**src/hdl/phfe_pkg.sv**
```systemverilog
// Shared types and constants for the packet header feature extractor.
package phfe_pkg;

  localparam logic [15:0] ETH_HDR_BYTES = 16'd14;
  localparam logic [15:0] IPV4_HDR_END  = 16'd34;
  localparam logic [15:0] TYPE_IPV4     = 16'h0800;
  localparam logic [7:0]  PROTO_TCP     = 8'd6;
  localparam logic [7:0]  PROTO_UDP     = 8'd17;
  localparam logic [15:0] TCP_HDR_NEED  = 16'd14;
  localparam logic [15:0] UDP_HDR_NEED  = 16'd4;

  // Byte offsets within the frame
  localparam logic [15:0] POS_TYPE_HI   = 16'd12;
  localparam logic [15:0] POS_TYPE_LO   = 16'd13;
  localparam logic [15:0] POS_IHL       = 16'd14;
  localparam logic [15:0] POS_PROTO     = 16'd23;
  localparam logic [15:0] POS_SRC_FIRST = 16'd26;
  localparam logic [15:0] POS_SRC_LAST  = 16'd29;
  localparam logic [15:0] POS_DST_FIRST = 16'd30;
  localparam logic [15:0] POS_DST_LAST  = 16'd33;
  localparam logic [15:0] POS_MAX       = 16'hFFFF;

  // Offsets within the transport header
  localparam logic [15:0] OFF_SPORT_HI  = 16'd0;
  localparam logic [15:0] OFF_SPORT_LO  = 16'd1;
  localparam logic [15:0] OFF_DPORT_HI  = 16'd2;
  localparam logic [15:0] OFF_DPORT_LO  = 16'd3;
  localparam logic [15:0] OFF_TCP_FLAGS = 16'd13;

  // Protocol codes of the result
  localparam logic [1:0] CODE_TCP    = 2'd0;
  localparam logic [1:0] CODE_UDP    = 2'd1;
  localparam logic [1:0] CODE_NON_IP = 2'd2;
  localparam logic [1:0] CODE_OTHER  = 2'd3;

  typedef struct packed {
    logic [7:0]  data_byte;
    logic        first_byte;
    logic        last_byte;
    logic [15:0] wire_length;
  } req_t;

  typedef struct packed {
    logic [1:0]  protocol_code;
    logic [15:0] frame_length;
    logic [31:0] source_address;
    logic [31:0] destination_address;
    logic [15:0] source_port;
    logic [15:0] destination_port;
    logic        syn_bit;
    logic        ack_bit;
    logic        rst_bit;
    logic        fin_bit;
    logic        short_frame;
  } rsp_t;

endpackage

```
**src/hdl/packet_header_feature_extractor.sv**
```systemverilog
// Top level: input register, header parser and result register of the feature extractor.
// A request passes the input register and the parser; a last byte's record then loads the result register.
// Throughput: one byte request per cycle; only a stalled record holds a last-byte request in the input register.
// The input register and the result register part the two sides, so bytes that end no frame
// keep flowing while a finished record waits to be taken.
// Reset (rst, synchronous, active high) empties both registers and clears the frame state.
module packet_header_feature_extractor (
  input  logic           clk,
  input  logic           rst,
  input  logic           req_valid,
  output logic           req_ready,
  input  phfe_pkg::req_t req,
  output logic           res_valid,
  input  logic           res_ready,
  output phfe_pkg::rsp_t res
);

  logic           s1_valid;
  phfe_pkg::req_t s1_req;
  logic           advance;
  phfe_pkg::rsp_t result;

  // A byte that ends no frame always moves on; a last byte needs room in the result register
  assign advance   = s1_valid && (!s1_req.last_byte || !res_valid || res_ready);
  assign req_ready = !s1_valid || advance;

  // Input register: hold the request until the parser takes it
  always_ff @(posedge clk) begin
    if (rst) begin
      s1_valid <= 1'b0;
    end else if (req_ready) begin
      s1_valid <= req_valid;
    end
  end

  always_ff @(posedge clk) begin
    if (req_ready && req_valid) begin
      s1_req <= req;
    end
  end

  // Header capture and the record of the frame that ends with this byte
  phfe_parse u_parse (
    .clk    (clk),
    .rst    (rst),
    .take   (advance),
    .req    (s1_req),
    .result (result)
  );

  // Result register: load on a frame's last byte, drop once taken
  always_ff @(posedge clk) begin
    if (rst) begin
      res_valid <= 1'b0;
    end else if (advance && s1_req.last_byte) begin
      res_valid <= 1'b1;
    end else if (res_ready) begin
      res_valid <= 1'b0;
    end
  end

  always_ff @(posedge clk) begin
    if (advance && s1_req.last_byte) begin
      res <= result;
    end
  end

endmodule

```
**src/hdl/phfe_parse.sv**
```systemverilog
// Frame state and per-byte header capture, with the feature record of the frame.
module phfe_parse (
  input  logic              clk,
  input  logic              rst,
  input  logic              take,
  input  phfe_pkg::req_t    req,
  output phfe_pkg::rsp_t    result
);

  logic [15:0] byte_position, byte_position_next;
  logic [15:0] type_word, type_word_next;
  logic [3:0]  header_words, header_words_next;
  logic [7:0]  transport_kind, transport_kind_next;
  logic [31:0] src_addr_reg, src_addr_next;
  logic [31:0] dst_addr_reg, dst_addr_next;
  logic [15:0] src_port_reg, src_port_next;
  logic [15:0] dst_port_reg, dst_port_next;
  logic [3:0]  flag_bits, flag_bits_next;

  logic [15:0] pos;
  logic [15:0] base_type, base_sport, base_dport;
  logic [3:0]  base_words, ihl, base_flags;
  logic [7:0]  base_kind, b;
  logic [31:0] base_src, base_dst;
  logic [15:0] ts, off, ts_res;
  logic        in_transport, ip;

  // Start from a clean frame when the byte opens one
  always_comb begin
    b          = req.data_byte;
    pos        = req.first_byte ? '0 : byte_position;
    base_type  = req.first_byte ? '0 : type_word;
    base_words = req.first_byte ? '0 : header_words;
    base_kind  = req.first_byte ? '0 : transport_kind;
    base_src   = req.first_byte ? '0 : src_addr_reg;
    base_dst   = req.first_byte ? '0 : dst_addr_reg;
    base_sport = req.first_byte ? '0 : src_port_reg;
    base_dport = req.first_byte ? '0 : dst_port_reg;
    base_flags = req.first_byte ? '0 : flag_bits;
  end

  always_comb begin
    type_word_next      = base_type;
    header_words_next   = base_words;
    transport_kind_next = base_kind;
    src_addr_next       = base_src;
    dst_addr_next       = base_dst;
    src_port_next       = base_sport;
    dst_port_next       = base_dport;
    flag_bits_next      = base_flags;

    if (pos == phfe_pkg::POS_TYPE_HI) type_word_next = {b, base_type[7:0]};
    if (pos == phfe_pkg::POS_TYPE_LO) type_word_next = {base_type[15:8], b};
    if (pos == phfe_pkg::POS_IHL) header_words_next = b[3:0];
    if (pos == phfe_pkg::POS_PROTO) transport_kind_next = b;
    if (pos >= phfe_pkg::POS_SRC_FIRST && pos <= phfe_pkg::POS_SRC_LAST) begin
      src_addr_next = {base_src[23:0], b};
    end
    if (pos >= phfe_pkg::POS_DST_FIRST && pos <= phfe_pkg::POS_DST_LAST) begin
      dst_addr_next = {base_dst[23:0], b};
    end

    // Transport header start; the IHL byte itself may already be part of it
    ihl          = (pos == phfe_pkg::POS_IHL) ? b[3:0] : base_words;
    ts           = phfe_pkg::ETH_HDR_BYTES + {10'd0, ihl, 2'b00};
    in_transport = (pos >= phfe_pkg::ETH_HDR_BYTES) && (pos >= ts);
    off          = pos - ts;
    if (in_transport) begin
      case (off)
        phfe_pkg::OFF_SPORT_HI:  src_port_next = {b, base_sport[7:0]};
        phfe_pkg::OFF_SPORT_LO:  src_port_next = {base_sport[15:8], b};
        phfe_pkg::OFF_DPORT_HI:  dst_port_next = {b, base_dport[7:0]};
        phfe_pkg::OFF_DPORT_LO:  dst_port_next = {base_dport[15:8], b};
        phfe_pkg::OFF_TCP_FLAGS: flag_bits_next = {b[4], b[2], b[1], b[0]};
        default: ;
      endcase
    end

    byte_position_next = (pos == phfe_pkg::POS_MAX) ? pos : pos + 16'd1;
  end

  // Build the record from the state as it stands after this byte
  always_comb begin
    ip     = (byte_position_next >= phfe_pkg::ETH_HDR_BYTES) &&
             (type_word_next == phfe_pkg::TYPE_IPV4);
    ts_res = phfe_pkg::ETH_HDR_BYTES + {10'd0, header_words_next, 2'b00};
    result = '0;
    result.frame_length = req.wire_length;
    if (!ip) begin
      result.protocol_code = phfe_pkg::CODE_NON_IP;
      result.short_frame   = byte_position_next < phfe_pkg::ETH_HDR_BYTES;
    end else if (transport_kind_next == phfe_pkg::PROTO_TCP) begin
      result.protocol_code = phfe_pkg::CODE_TCP;
      result.short_frame   = (byte_position_next < phfe_pkg::IPV4_HDR_END) ||
                             (byte_position_next < ts_res + phfe_pkg::TCP_HDR_NEED);
    end else if (transport_kind_next == phfe_pkg::PROTO_UDP) begin
      result.protocol_code = phfe_pkg::CODE_UDP;
      result.short_frame   = (byte_position_next < phfe_pkg::IPV4_HDR_END) ||
                             (byte_position_next < ts_res + phfe_pkg::UDP_HDR_NEED);
    end else begin
      result.protocol_code = phfe_pkg::CODE_OTHER;
      result.short_frame   = byte_position_next < phfe_pkg::IPV4_HDR_END;
    end
    if (ip) begin
      result.source_address      = src_addr_next;
      result.destination_address = dst_addr_next;
    end
    if (ip && (transport_kind_next == phfe_pkg::PROTO_TCP ||
               transport_kind_next == phfe_pkg::PROTO_UDP)) begin
      result.source_port      = src_port_next;
      result.destination_port = dst_port_next;
    end
    if (ip && transport_kind_next == phfe_pkg::PROTO_TCP) begin
      result.syn_bit = flag_bits_next[1];
      result.ack_bit = flag_bits_next[3];
      result.rst_bit = flag_bits_next[2];
      result.fin_bit = flag_bits_next[0];
    end
  end

  // Drop the frame state once its last byte has gone through
  always_ff @(posedge clk) begin
    if (rst || (take && req.last_byte)) begin
      byte_position  <= '0;
      type_word      <= '0;
      header_words   <= '0;
      transport_kind <= '0;
      src_addr_reg   <= '0;
      dst_addr_reg   <= '0;
      src_port_reg   <= '0;
      dst_port_reg   <= '0;
      flag_bits      <= '0;
    end else if (take) begin
      byte_position  <= byte_position_next;
      type_word      <= type_word_next;
      header_words   <= header_words_next;
      transport_kind <= transport_kind_next;
      src_addr_reg   <= src_addr_next;
      dst_addr_reg   <= dst_addr_next;
      src_port_reg   <= src_port_next;
      dst_port_reg   <= dst_port_next;
      flag_bits      <= flag_bits_next;
    end
  end

endmodule

```
**config.mk**
```make
export PLATFORM = sky130hd
export DESIGN_NAME = packet_header_feature_extractor
export DESIGN_NICKNAME = d
export VERILOG_FILES = /design/src/hdl/phfe_pkg.sv /design/src/hdl/packet_header_feature_extractor.sv /design/src/hdl/phfe_parse.sv
export SDC_FILE = /design/constraint.sdc
export NUM_CORES = 1
export LEC_CHECK = 0
export BUFFER_PORTS_ARGS = -buffer_cell sky130_fd_sc_hd__buf_2
export CAP_MARGIN = 10
export CORE_MARGIN = 2
export CORE_UTILIZATION = 40
export DETAILED_ROUTE_END_ITERATION = 10
export GPL_ROUTABILITY_DRIVEN = 0
export GPL_TIMING_DRIVEN = 0
export PLACE_DENSITY = 0.69
export SETUP_SLACK_MARGIN = 0.1
export SYNTH_ARGS = -nofsm -noshare
export SYNTH_HDL_FRONTEND = slang
export SYNTH_SLANG_ARGS = --single-unit
```
**constraint.sdc**
```tcl
create_clock -name clk -period 12.97 [get_ports clk]
set_input_delay 2.594 -clock clk [delete_from_list [all_inputs] [get_ports clk]]
set_output_delay 2.594 -clock clk [all_outputs]
set_load 0.01 [all_outputs]
```
==> results of run 1 <==
## logic make-up after synthesis
logic type | count (synthesis) | share of synthesized area (%)
buf+inv | 133 | 3.88
compound gates | 354 | 18.3
mux | 12 | 0.918
xor+xnor | 16 | 1.06
fa+ha+maj | 24 | 2.33
other cells | 1 | 0.0284
simple gates | 516 | 18.5
flops | 291 | 55.0
## per-stage QoR
stage               hold WS [ns]  util, %  instance area [sq um]
floorplan                  0.400        -                  13200
global placement           0.401     44.7                  14500
detailed placement         0.405     44.8                  14600
CTS                        0.419     47.7                  15500
global route               0.427     47.7                  15500
finish                     0.417     47.7                  15500
## worst max-delay path, cell delays in order, from the launching register on
cell	delay (ns)
edfxtp_1	0.56
clkbuf_1	0.29
clkbuf_1	0.29
nor2b_1	0.39
ha_1	0.39
or4b_2	0.66
nor4_4	0.49
nor3b_1	0.10
a21oi_1	0.52
xor2_1	0.22
ha_1	0.42
nand2b_1	0.11
a21oi_1	0.39
o21ai_0	0.26
o21ai_1	0.20
xnor2_1	0.10
a21oi_1	0.58
nand4_1	0.56
a21oi_1	0.59
o2bb2ai_1	0.14
## where the power goes
part           switching, mW  total, mW  internal, mW
Clock                  0.356      0.840         0.483
Combinational         0.0879      0.121        0.0330
Sequential           0.00842      0.989         0.980
## cell type report
| cell class | count | area (sq um) |
|---|---|---|
| clock buffers | 41 | 825 |
| flip-flops and latches | 291 | 7280 |
| fillers | 3033 | 17000 |
| clock inverters | 13 | 125 |
| multi-input cells | 924 | 5460 |
| repair buffers | 151 | 778 |
| inverters | 24 | 90.1 |
| plain buffers | 109 | 423 |
| well taps | 442 | 553 |
## cells in the mapped netlist, drive strengths merged (15+ instances only)
cell type	number	area, sq um
nor2	212	796
inv	24	90.1
ha	23	288
a22o	24	210
nand2	130	488
nand3	31	155
a21oi	103	515
clkbuf	88	330
a32oi	32	280
a22oi	89	668
buf	21	92.6
nor3	23	115
edfxtp	145	4350
nor3b	21	158
o21ai	38	190
a211oi	15	113
dfxtp	146	2920
## routing by layer
layer  GRT usage, %  up-vias  wire length [um]
met5              0        -                 0
met4           6.46        0               900
met3           3.01       82              2430
met2           33.9      425             17300
met1           27.4     5403             15600
li1               -     5295                 -
## placed cells by master, fill, tap and decap left out, types with 11 or more instances in the layout
master | Yosys | routed
a21oi_1 | 103 | 103
clkbuf_1 | 88 | 94
buf_2 | 8 | 158
ha_1 | 23 | 23
nor2b_1 | 14 | 14
mux2i_1 | 11 | 11
edfxtp_1 | 145 | 145
o21ai_0 | 31 | 31
a32oi_1 | 32 | 32
a211oi_1 | 15 | 15
buf_1 | 12 | 12
a22o_1 | 24 | 24
nand2_1 | 130 | 130
nor3b_1 | 21 | 21
nor2_1 | 212 | 212
clkbuf_16 | 0 | 29
nor3_1 | 23 | 23
inv_1 | 24 | 24
nand2b_1 | 13 | 13
a22oi_1 | 89 | 89
nand3_1 | 31 | 31
dfxtp_1 | 146 | 146
## worst min-delay path by stage
stage          cells past startpoint       start       end  slack, ns
2_1_floorplan                      0   s1_req[0]  res[101]       0.40
6_report                           0  s1_req[11]  res[112]       0.42
3_3_place_gp                       0   s1_req[8]  res[109]       0.40
4_1_cts                            0  s1_req[11]  res[112]       0.42
3_5_place_dp                       0  s1_req[11]  res[112]       0.40
5_1_grt                            0   s1_req[7]  res[108]       0.43
==> results.md, run 1 <==
* Status: finished clean
* Port Buffers at 150
* Warnings, synthesis at 0
* Top FF cell, synth: dfxtp_1
* Clk_lat worst skew at about 0.56 ns
* Net count, final at 1584
* Num CTS Buffers at 29
* Root Driver: clkbuf_16
* Diode count at 0
* Syn_area_per_cell at between 9 and 10 sq um
* P per Cell Area at 125 nW/um^2
* Crit end category: flop
* # IOs at 151
* Setup TNS at 0 ns
* Crit path time final at ~7.4 ns
* RSZ-0062 raised after global routing: false
* Antenna Nets Post-Route at 0
* Netlist Area Pre-Place at approximately 13000 sq um
* Post-CTS setup buffer count at 0
* Critical path class: flop to flop
* Crit path max fanout at 10
* Cts repair resizes at 0
* Worst slew pin tran at 0.965 ns
* Sequential-to-total area share from yosys stat at between 50% and 60%
* Largest register FFs at approximately 120
* Drt total wl at 36200 um
* Post-route insts no fill at about 2000
* Die ar. at around 35000 sq um
* Row cnt at 66
* Final Skew at about 0.021 ns
* Core box area at 32500 sq um
* DRC viols at 0
* Clock tree buffer depth at 3
* Hold_buf cts at 0
* Slew margin rel. at between 30% and 40%
* First-pass GRT wire length at between 50000 and 60000 um
* Vias in the first global route at around 11000
* Tot Pwr at about 1.9 mW
* Clock Sinks at just under 300
* Critical Path Start: s1_req[17]
* Slew Viols, Final at 0
* Vias at between 10000 and 15000
* Die W at ~190 um
* Setup violators final at 0
* Final setup margin at between 5 and 6 ns
* Worst R2R Start: s1_req[17]
* Cells after Synth at 1347
* H-tree levels at 1
* Proportion of layout cells with a drive suffix above 1 at around 14%
* Largest net degree at the start of global routing at 74
* Number of DRC markers in iteration 0 at ~1200
* Starting Density at about two fifths
* Avg WL per Cell at between 15 and 20 um
* Reg2Reg Setup Slack at ~5.6 ns
* Critical Path RT at 13.38 ns
* CTS tree: built
* Number of synthesized register bits at 291
* Initial antenna violation count at 0
* Total track usage at between 20% and 30%
* DRT Pass-1 Iters at 6
* Reg2Reg Depth at 19
* Worst VDD drop at approximately 84 uV
* Worst Hold Class: flop to flop
* Max_cap viols at 0
* Place WS at ~5.8 ns
* Post-synthesis async set-or-reset flop share at 0%
* Final Hold Viols at 0
* CP startpoint kind: flop
* Post-synth EDFFs at 145
* Layout Area Growth over Synthesis at 17.5%
* Period utilisation layout at a little under three fifths
* Die Height at about 190 um
* Setup crit end: u_parse.flag_bits[2]
* DR vias/cell at around 5.6
* Fmax at about 0.13 GHz
* Static leakage power at between 5 and 6 nW
* Inst Count DP at between 1500 and 2000
* Worst-path clk slew at 0.06 ns
* Cell variety after synth at 64
* Post-DP HPWL at about 25000 um
* Worst Path Arrival at between 7 and 8 ns
* Grt total ovfl at 0
* Reg2reg end: u_parse.flag_bits[2]
Power figures use the tool's default switching activity.
==> run 2, diff against run 1 <==
Settings changed: PLACE_DENSITY 0.69 to 0.71.
Clock period 12.97 ns to 6.4 ns, I/O delays scaled along.
==> results.md, run 2 (synthesis gave the netlist of run 1 again) <==
* Status: finished clean (unchanged)
* Worst VDD drop at 165 uV (was 84.0 uV)
* Post-route insts no fill at 2009 (was 1995)
* Setup violators final at 0 (unchanged)
* Num CTS Buffers at 30 (was 29)
* Proportion of layout cells with a drive suffix above 1 at 16.0% (was 14.2%)
* RSZ-0062 raised after global routing: false (unchanged)
* CTS tree: built (unchanged)
* Fmax at 0.165 GHz (was 0.135 GHz)
* Commonest non-fill, non-tap cell in the layout: nor2_1 (unchanged)
* Avg WL per Cell at 18.0 um (was 18.1 um)
* Diode count at 0 (unchanged)
* Port Buffers at 150 (unchanged)
* Sw frac at 23.1% (was 23.2%)
* P per Cell Area at 255 nW/um^2 (was 125 nW/um^2)
* Vias in the first global route at 10700 (was 10600)
* CP dominant cell by count: clkbuf_2 (was a21oi_1)
* Net count, final at 1597 (was 1584)
* Number of DRC markers in iteration 0 at 1132 (was 1223)
* Clock power share at 43.9% (was 43.1%)
* Grt total ovfl at 0 (unchanged)
* Worst-path clk slew at 0.07 ns (was 0.06 ns)
* DRT Pass-1 Iters at 6 (unchanged)
* Die Height at 186 um (unchanged)
* Area of the multi-input gates at 5570 sq um (was 5460 sq um)
* Gr busiest metal: met2 (unchanged)
* Vias at 11300 (was 11200)
* Crit-path max cell delay at 0.64 ns (was 0.66 ns)
* Worst Hold Class: flop to flop (unchanged)
* Static leakage power at 5.40 nW (was 5.32 nW)
* Antenna Nets Post-Route at 0 (unchanged)
* Total track usage at 20.1% (was 20.4%)
* Placed cell areas at 14600 sq um (unchanged)
* Met2 Use GR at 33.4% (was 33.9%)
* Grt met3 use at 3.17% (was 3.01%)
* Slew Viols, Final at 0 (unchanged)
* Reg area at 7280 sq um (unchanged)
* Switching Power at 928 uW (was 453 uW)
* Critical-path cell list: clkbuf_2 -> buf_2 -> nor2b_4 -> ha_4 -> or4b_2 -> nor4_4 -> buf_4 -> nor3b_1 -> a21oi_2 -> xnor2_2 -> inv_1 -> ha_1 -> or3_1 -> o22ai_4 -> and2_1 -> o31ai_1 -> or4_1 -> clkbuf_2 -> a211oi_2 -> nand4b_2 -> a21o_1 -> a22o_1 (was clkbuf_1 -> clkbuf_1 -> nor2b_1 -> ha_1 -> or4b_2 -> nor4_4 -> nor3b_1 -> a21oi_1 -> xor2_1 -> ha_1 -> nand2b_1 -> a21oi_1 -> o21ai_0 -> o21ai_1 -> xnor2_1 -> a21oi_1 -> nand4_1 -> a21oi_1 -> o2bb2ai_1)
* Fillers at 3073 (was 3033)
* Post-DP HPWL at 25300 um (was 25200 um)
* Starting Density at 40.6% (unchanged)
* Final Hold Viols at 0 (unchanged)
* Worst Path Arrival at 6.50 ns (was 7.82 ns)
* DR vias/cell at 5.65 (was 5.62)
* Clk_lat worst skew at 0.56 ns (about the same)
* Die ar. at 34500 sq um (unchanged)
* Drt total wl at 36300 um (was 36200 um)
* Slew margin rel. at 39.6% (was 35.2%)
* Max_cap viols at 0 (unchanged)
* # IOs at 151 (unchanged)
* Hold_buf cts at 0 (unchanged)
* Row cnt at 66 (unchanged)
* Worst slew pin tran at 0.906 ns (was 0.965 ns)
* WHS at 0.416 ns (was 0.417 ns)
* First-pass GRT wire length at 55400 um (was 56200 um)
* Inst Count DP at 1941 (unchanged)
* Crit path time final at 6.06 ns (was 7.41 ns)
* CP startpoint kind: flop (unchanged)
* Period utilisation layout at 94.7% (was 57.1%)
* GR Layer Usage met1 at 26.5% (was 27.4%)
* Largest net degree at the start of global routing at 76 (was 74)
* Critical path buffers and inverters at 5 (was 2)
* Root Driver: clkbuf_16 (unchanged)
* Core box area at 32500 sq um (unchanged)
* Combinational fraction of design power at 6.3% (was 6.2%)
* Critical Path RT at 6.83 ns (was 13.38 ns)
* Clock tree buffer depth at 3 (unchanged)
* Initial antenna violation count at 0 (unchanged)
* Design area at 15800 sq um (was 15500 sq um)
* Crit end category: flop (unchanged)
* Die W at 186 um (unchanged)
* Clock Sinks at 291 (unchanged)
* Critical path class: flop to flop (unchanged)
* Largest register FFs at 119 (unchanged)
* Sequential power share at 49.8% (was 50.7%)
* Critical path's slowest cell: or4b_2 (unchanged)
* DRC viols at 0 (unchanged)
* Delay-heaviest family, CP: simple AND/OR/NAND/NOR gates (was compound AO/OA/AOI/OAI gates)
* Final Skew at 0.0237 ns (was 0.0211 ns)
* Layout Area Growth over Synthesis at 19.3% (was 17.5%)
* Crit path max fanout at 10 (unchanged)
* Most frequent cells in the layout: nor2_1, buf_2, dfxtp_1, edfxtp_1, nand2_1 (unchanged)
* Internal power at 3.09 mW (was 1.50 mW)
* H-tree levels at 1 (unchanged)
==> run 2: timing repair <==
item	CTS	global route
pin swaps	2	1
endpoints found under the setup margin	73	80
resized for setup	13	20
cloned	0	1
setup buffers	6	5
==> run 2: path summary, 6_finish.rpt <==
kind / start / to / slack [ns] / cells after the start
max reg2reg: s1_req[17] / u_parse.src_port_reg[10] / 0.34 / 22
max: s1_req[17] / u_parse.src_port_reg[10] / 0.34 / 22
min reg2reg: s1_req[2] / res[103] / 0.42 / 0
min: s1_req[2] / res[103] / 0.42 / 0
==> run 2: layer usage <==
| layer | vias up | routed length [um] |
|---|---|---|
| met5 | - | 0 |
| met4 | 0 | 1200 |
| met3 | 97 | 2890 |
| met2 | 530 | 17100 |
| met1 | 5380 | 15100 |
| li1 | 5336 | - |
==> run 2: power by group through the flow <==
stage | clock, mW | combinational [mW] | sequential, mW
after floorplan | 0 | 0.135 | 2.05
after global placement | 0 | 0.233 | 2.05
after detailed placement | 0 | 0.238 | 2.04
after CTS | 1.79 | 0.243 | 2.00
after global routing | 1.86 | 0.272 | 2.01
final | 1.77 | 0.252 | 2.00
==> run 2: worst reg2reg max path, delay by kind of cell, from the launching register on <==
family | cells | cell delay, ns
AO/OA/AOI/OAI | 6 | 1.47
XOR/XNOR | 1 | 0.18
adder cells (fa/ha/maj) | 2 | 0.46
buffers and inverters | 5 | 0.91
flip-flops | 1 | 0.44
AND/OR/NAND/NOR | 8 | 2.48
==> run 2: final cells by class <==
type	count	area share (%)
Sequential cell	291	46.1
Multi-Input combinational cell	925	35.3
Timing Repair Buffer	162	5.46
Clock buffer	37	4.99
Tap cell	442	3.51
Buffer	109	2.74
Clock inverter	19	1.34
Inverter	24	0.571
==> run 2: metrics by stage <==
step | utilization (%) | power, mW | TNS [ns] | setup slack [ns]
2_1_floorplan | - | 2.19 | 0 | 0.557
3_3_place_gp | 44.7 | 2.28 | -124.49 | -1.14
3_5_place_dp | 44.8 | 2.28 | -33.57 | -0.689
4_1_cts | 48.2 | 4.04 | 0 | 0.196
5_1_grt | 48.5 | 4.13 | 0 | 0.0950
6_report | 48.5 | 4.02 | 0 | 0.337
==> run 3, diff against run 2 <==
Settings changed: GPL_TIMING_DRIVEN 0 to unset.
==> results.md, run 3 (synthesis gave the netlist of run 1 again) <==
* Internal power at 3.03 mW (was 3.09 mW)
* Largest net degree at the start of global routing at 78 (was 76)
* Reg2Reg Setup Slack at 0.43 ns (was 0.34 ns)
* Crit end category: flop (unchanged)
* Reg2reg end: u_parse.dst_port_reg[7] (was u_parse.src_port_reg[10])
* Worst slew pin tran at 1.25 ns (was 0.906 ns)
* DRT Pass-1 Iters at 6 (unchanged)
* Initial antenna violation count at 0 (unchanged)
* Die Height at 186 um (unchanged)
* Period utilisation layout at 93.3% (was 94.7%)
* Reg2Reg Depth at 20 (was 22)
* Worst VDD drop at 123 uV (was 165 uV)
* Final Hold Viols at 0 (unchanged)
* Slew margin rel. at 16.8% (was 39.6%)
* Root Driver: clkbuf_16 (unchanged)
* Switching Power at 917 uW (was 928 uW)
* Starting Density at 40.6% (unchanged)
* Sequential power share at 50.8% (was 49.8%)
* Place WS at 0.360 ns (was -0.689 ns)
* Num CTS Buffers at 29 (was 30)
* Setup TNS at 0 ns (unchanged)
* Worst R2R Start: u_parse.byte_position[1] (was s1_req[17])
* Commonest non-fill, non-tap cell in the layout: nor2_1 (unchanged)
* Max_cap viols at 0 (unchanged)
* Most frequent cells in the layout: nor2_1, buf_2, dfxtp_1, edfxtp_1, nand2_1 (unchanged)
* Vias at 10800 (was 11300)
* Combinational fraction of design power at 5.9% (was 6.3%)
* Total track usage at 19.0% (was 20.1%)
* CP startpoint kind: flop (unchanged)
* Antenna Nets Post-Route at 0 (unchanged)
* Avg WL per Cell at 17.7 um (was 18.0 um)
* Number of DRC markers in iteration 0 at 1151 (was 1132)
* Hold Path Depth at 0 (unchanged)
* Grt total ovfl at 0 (unchanged)
* Core box area at 32500 sq um (unchanged)
* Final setup margin at 0.432 ns (was 0.337 ns)
* Critical Path RT at 6.89 ns (was 6.83 ns)
* Drt total wl at 33900 um (was 36300 um)
* Fmax at 0.168 GHz (was 0.165 GHz)
* CTS tree: built (unchanged)
* Net count, final at 1506 (was 1597)
* Setup violators final at 0 (unchanged)
* Clock tree buffer depth at 3 (unchanged)
* Post-DP HPWL at 21800 um (was 25300 um)
* Crit path time final at 5.97 ns (was 6.06 ns)
* Clk_lat worst skew at 0.57 ns (was 0.56 ns)
* Layout Area Growth over Synthesis at 16.4% (was 19.3%)
* Fillers at 3058 (was 3073)
* First-pass GRT wire length at 52800 um (was 55400 um)
* # IOs at 151 (unchanged)
* Sw frac at 23.2% (was 23.1%)
* Proportion of layout cells with a drive suffix above 1 at 17.2% (was 16.0%)
* Die ar. at 34500 sq um (unchanged)
* P per Cell Area at 256 nW/um^2 (was 255 nW/um^2)
* Hold wc startpoint: s1_req[6] (was s1_req[2])
* Clock Sinks at 291 (unchanged)
* Clock power share at 43.2% (was 43.9%)
* Status: finished clean (unchanged)
* Die W at 186 um (unchanged)
* Slew Viols, Final at 0 (unchanged)
* Static leakage power at 5.30 nW (was 5.40 nW)
* Worst Hold Class: flop to flop (unchanged)
* DR vias/cell at 5.64 (was 5.65)
* Crit path max fanout at 26 (was 10)
* Port Buffers at 150 (unchanged)
* Worst-path clk slew at 0.07 ns (about the same)
* Diode count at 0 (unchanged)
* Vias in the first global route at 9935 (was 10700)
* Final Skew at 0.0246 ns (was 0.0237 ns)
* DRC viols at 0 (unchanged)
* Worst Path Arrival at 6.46 ns (was 6.50 ns)
* Critical path class: flop to flop (unchanged)
* Largest register FFs at 119 (unchanged)
* Hold Path Sink: res[107] (was res[103])
* H-tree levels at 1 (unchanged)
* RSZ-0062 raised after global routing: false (unchanged)
* Row cnt at 66 (unchanged)
run 3: changes by cell type in the layout (fill, tap and decap cells not counted), moves of 3 or more:
cell / previous run / this run
clkbuf_2: 3 / 0
a21oi_2: 10 / 3
buf_2: 159 / 150
buf_1: 11 / 0
clkinv_2: 3 / 7
clkinv_1: 6 / 3
clkbuf_1: 90 / 4
a21oi_1: 93 / 100
buf_4: 12 / 30
o21ai_1: 9 / 5
run 3: worst max path at each step:
stage,startpoint,endpoint
after floorplan,res_ready,u_parse.dst_port_reg[0]
after global routing,u_parse.byte_position[1],u_parse.dst_port_reg[7]
after detailed placement,u_parse.byte_position[1],u_parse.dst_port_reg[7]
after global placement,u_parse.byte_position[1],u_parse.dst_port_reg[7]
after CTS,u_parse.byte_position[1],u_parse.dst_port_reg[7]
final,u_parse.byte_position[1],u_parse.dst_port_reg[7]
run 3: final cells by class:
| type | count | area, sq um | area share, % |
|---|---|---|---|
| clock inverters | 19 | 185 | 1.20 |
| multi-input cells | 924 | 5500 | 35.7 |
| flip-flops and latches | 291 | 7280 | 47.3 |
| clock buffers | 35 | 768 | 4.99 |
| repair buffers | 182 | 1020 | 6.60 |
| well taps | 442 | 553 | 3.59 |
| inverters | 24 | 90.1 | 0.585 |
run 3: routing by layer:
layer  GRT usage (%)  up-vias  wire length [um]
met1            25.6     5169             14500
met4            6.39        0               924
met3            2.95       57              2550
li1                -     5136                 -
met2            31.1      443             15900
met5               0        -                 0
run 3: worst max-delay path: stages, from the launching register on:
cell and delay, ns:
dfxtp_1 0.44, nor2b_2 0.29, ha_1 0.21, or4b_2 0.64
nor4_4 0.29, buf_4 0.22, o21ai_0 0.10, o21ai_0 0.19
xnor2_1 0.25, inv_1 0.09, ha_1 0.23, or3_1 0.38
o22ai_1 0.31, and2_1 0.19, o31ai_1 0.08, or4_1 0.55
a21oi_1 0.29, and4_2 0.42, buf_12 0.21, and3_1 0.34
a22o_1 0.17
run 3: timing repair:
item	CTS	global route
resized for setup	0	5
setup endpoints to repair	0	54
hold buffers	0	0
buffers inserted	0	1
run 3: power groups by stage:
stage	Combinational, mW	Clock, mW	Sequential, mW
floorplan	0.135	0	2.05
global placement	0.226	0	2.04
detailed placement	0.230	0	2.05
CTS	0.231	1.73	2.01
global route	0.253	1.81	2.01
finish	0.234	1.71	2.01
run 3: per-stage QoR:
| stage | cell area (sq um) | power, mW | cells | hold WS (ns) | util, % |
|---|---|---|---|---|---|
| 2_1_floorplan | 13200 | 2.19 | 1348 | 0.400 | - |
| 3_3_place_gp | 14400 | 2.27 | 1862 | 0.401 | 44.3 |
| 3_5_place_dp | 14400 | 2.28 | 1862 | 0.405 | 44.3 |
| 4_1_cts | 15400 | 3.96 | 1916 | 0.419 | 47.2 |
| 5_1_grt | 15400 | 4.07 | 1917 | 0.424 | 47.3 |
| 6_report | 15400 | 3.95 | 1917 | 0.419 | 47.3 |
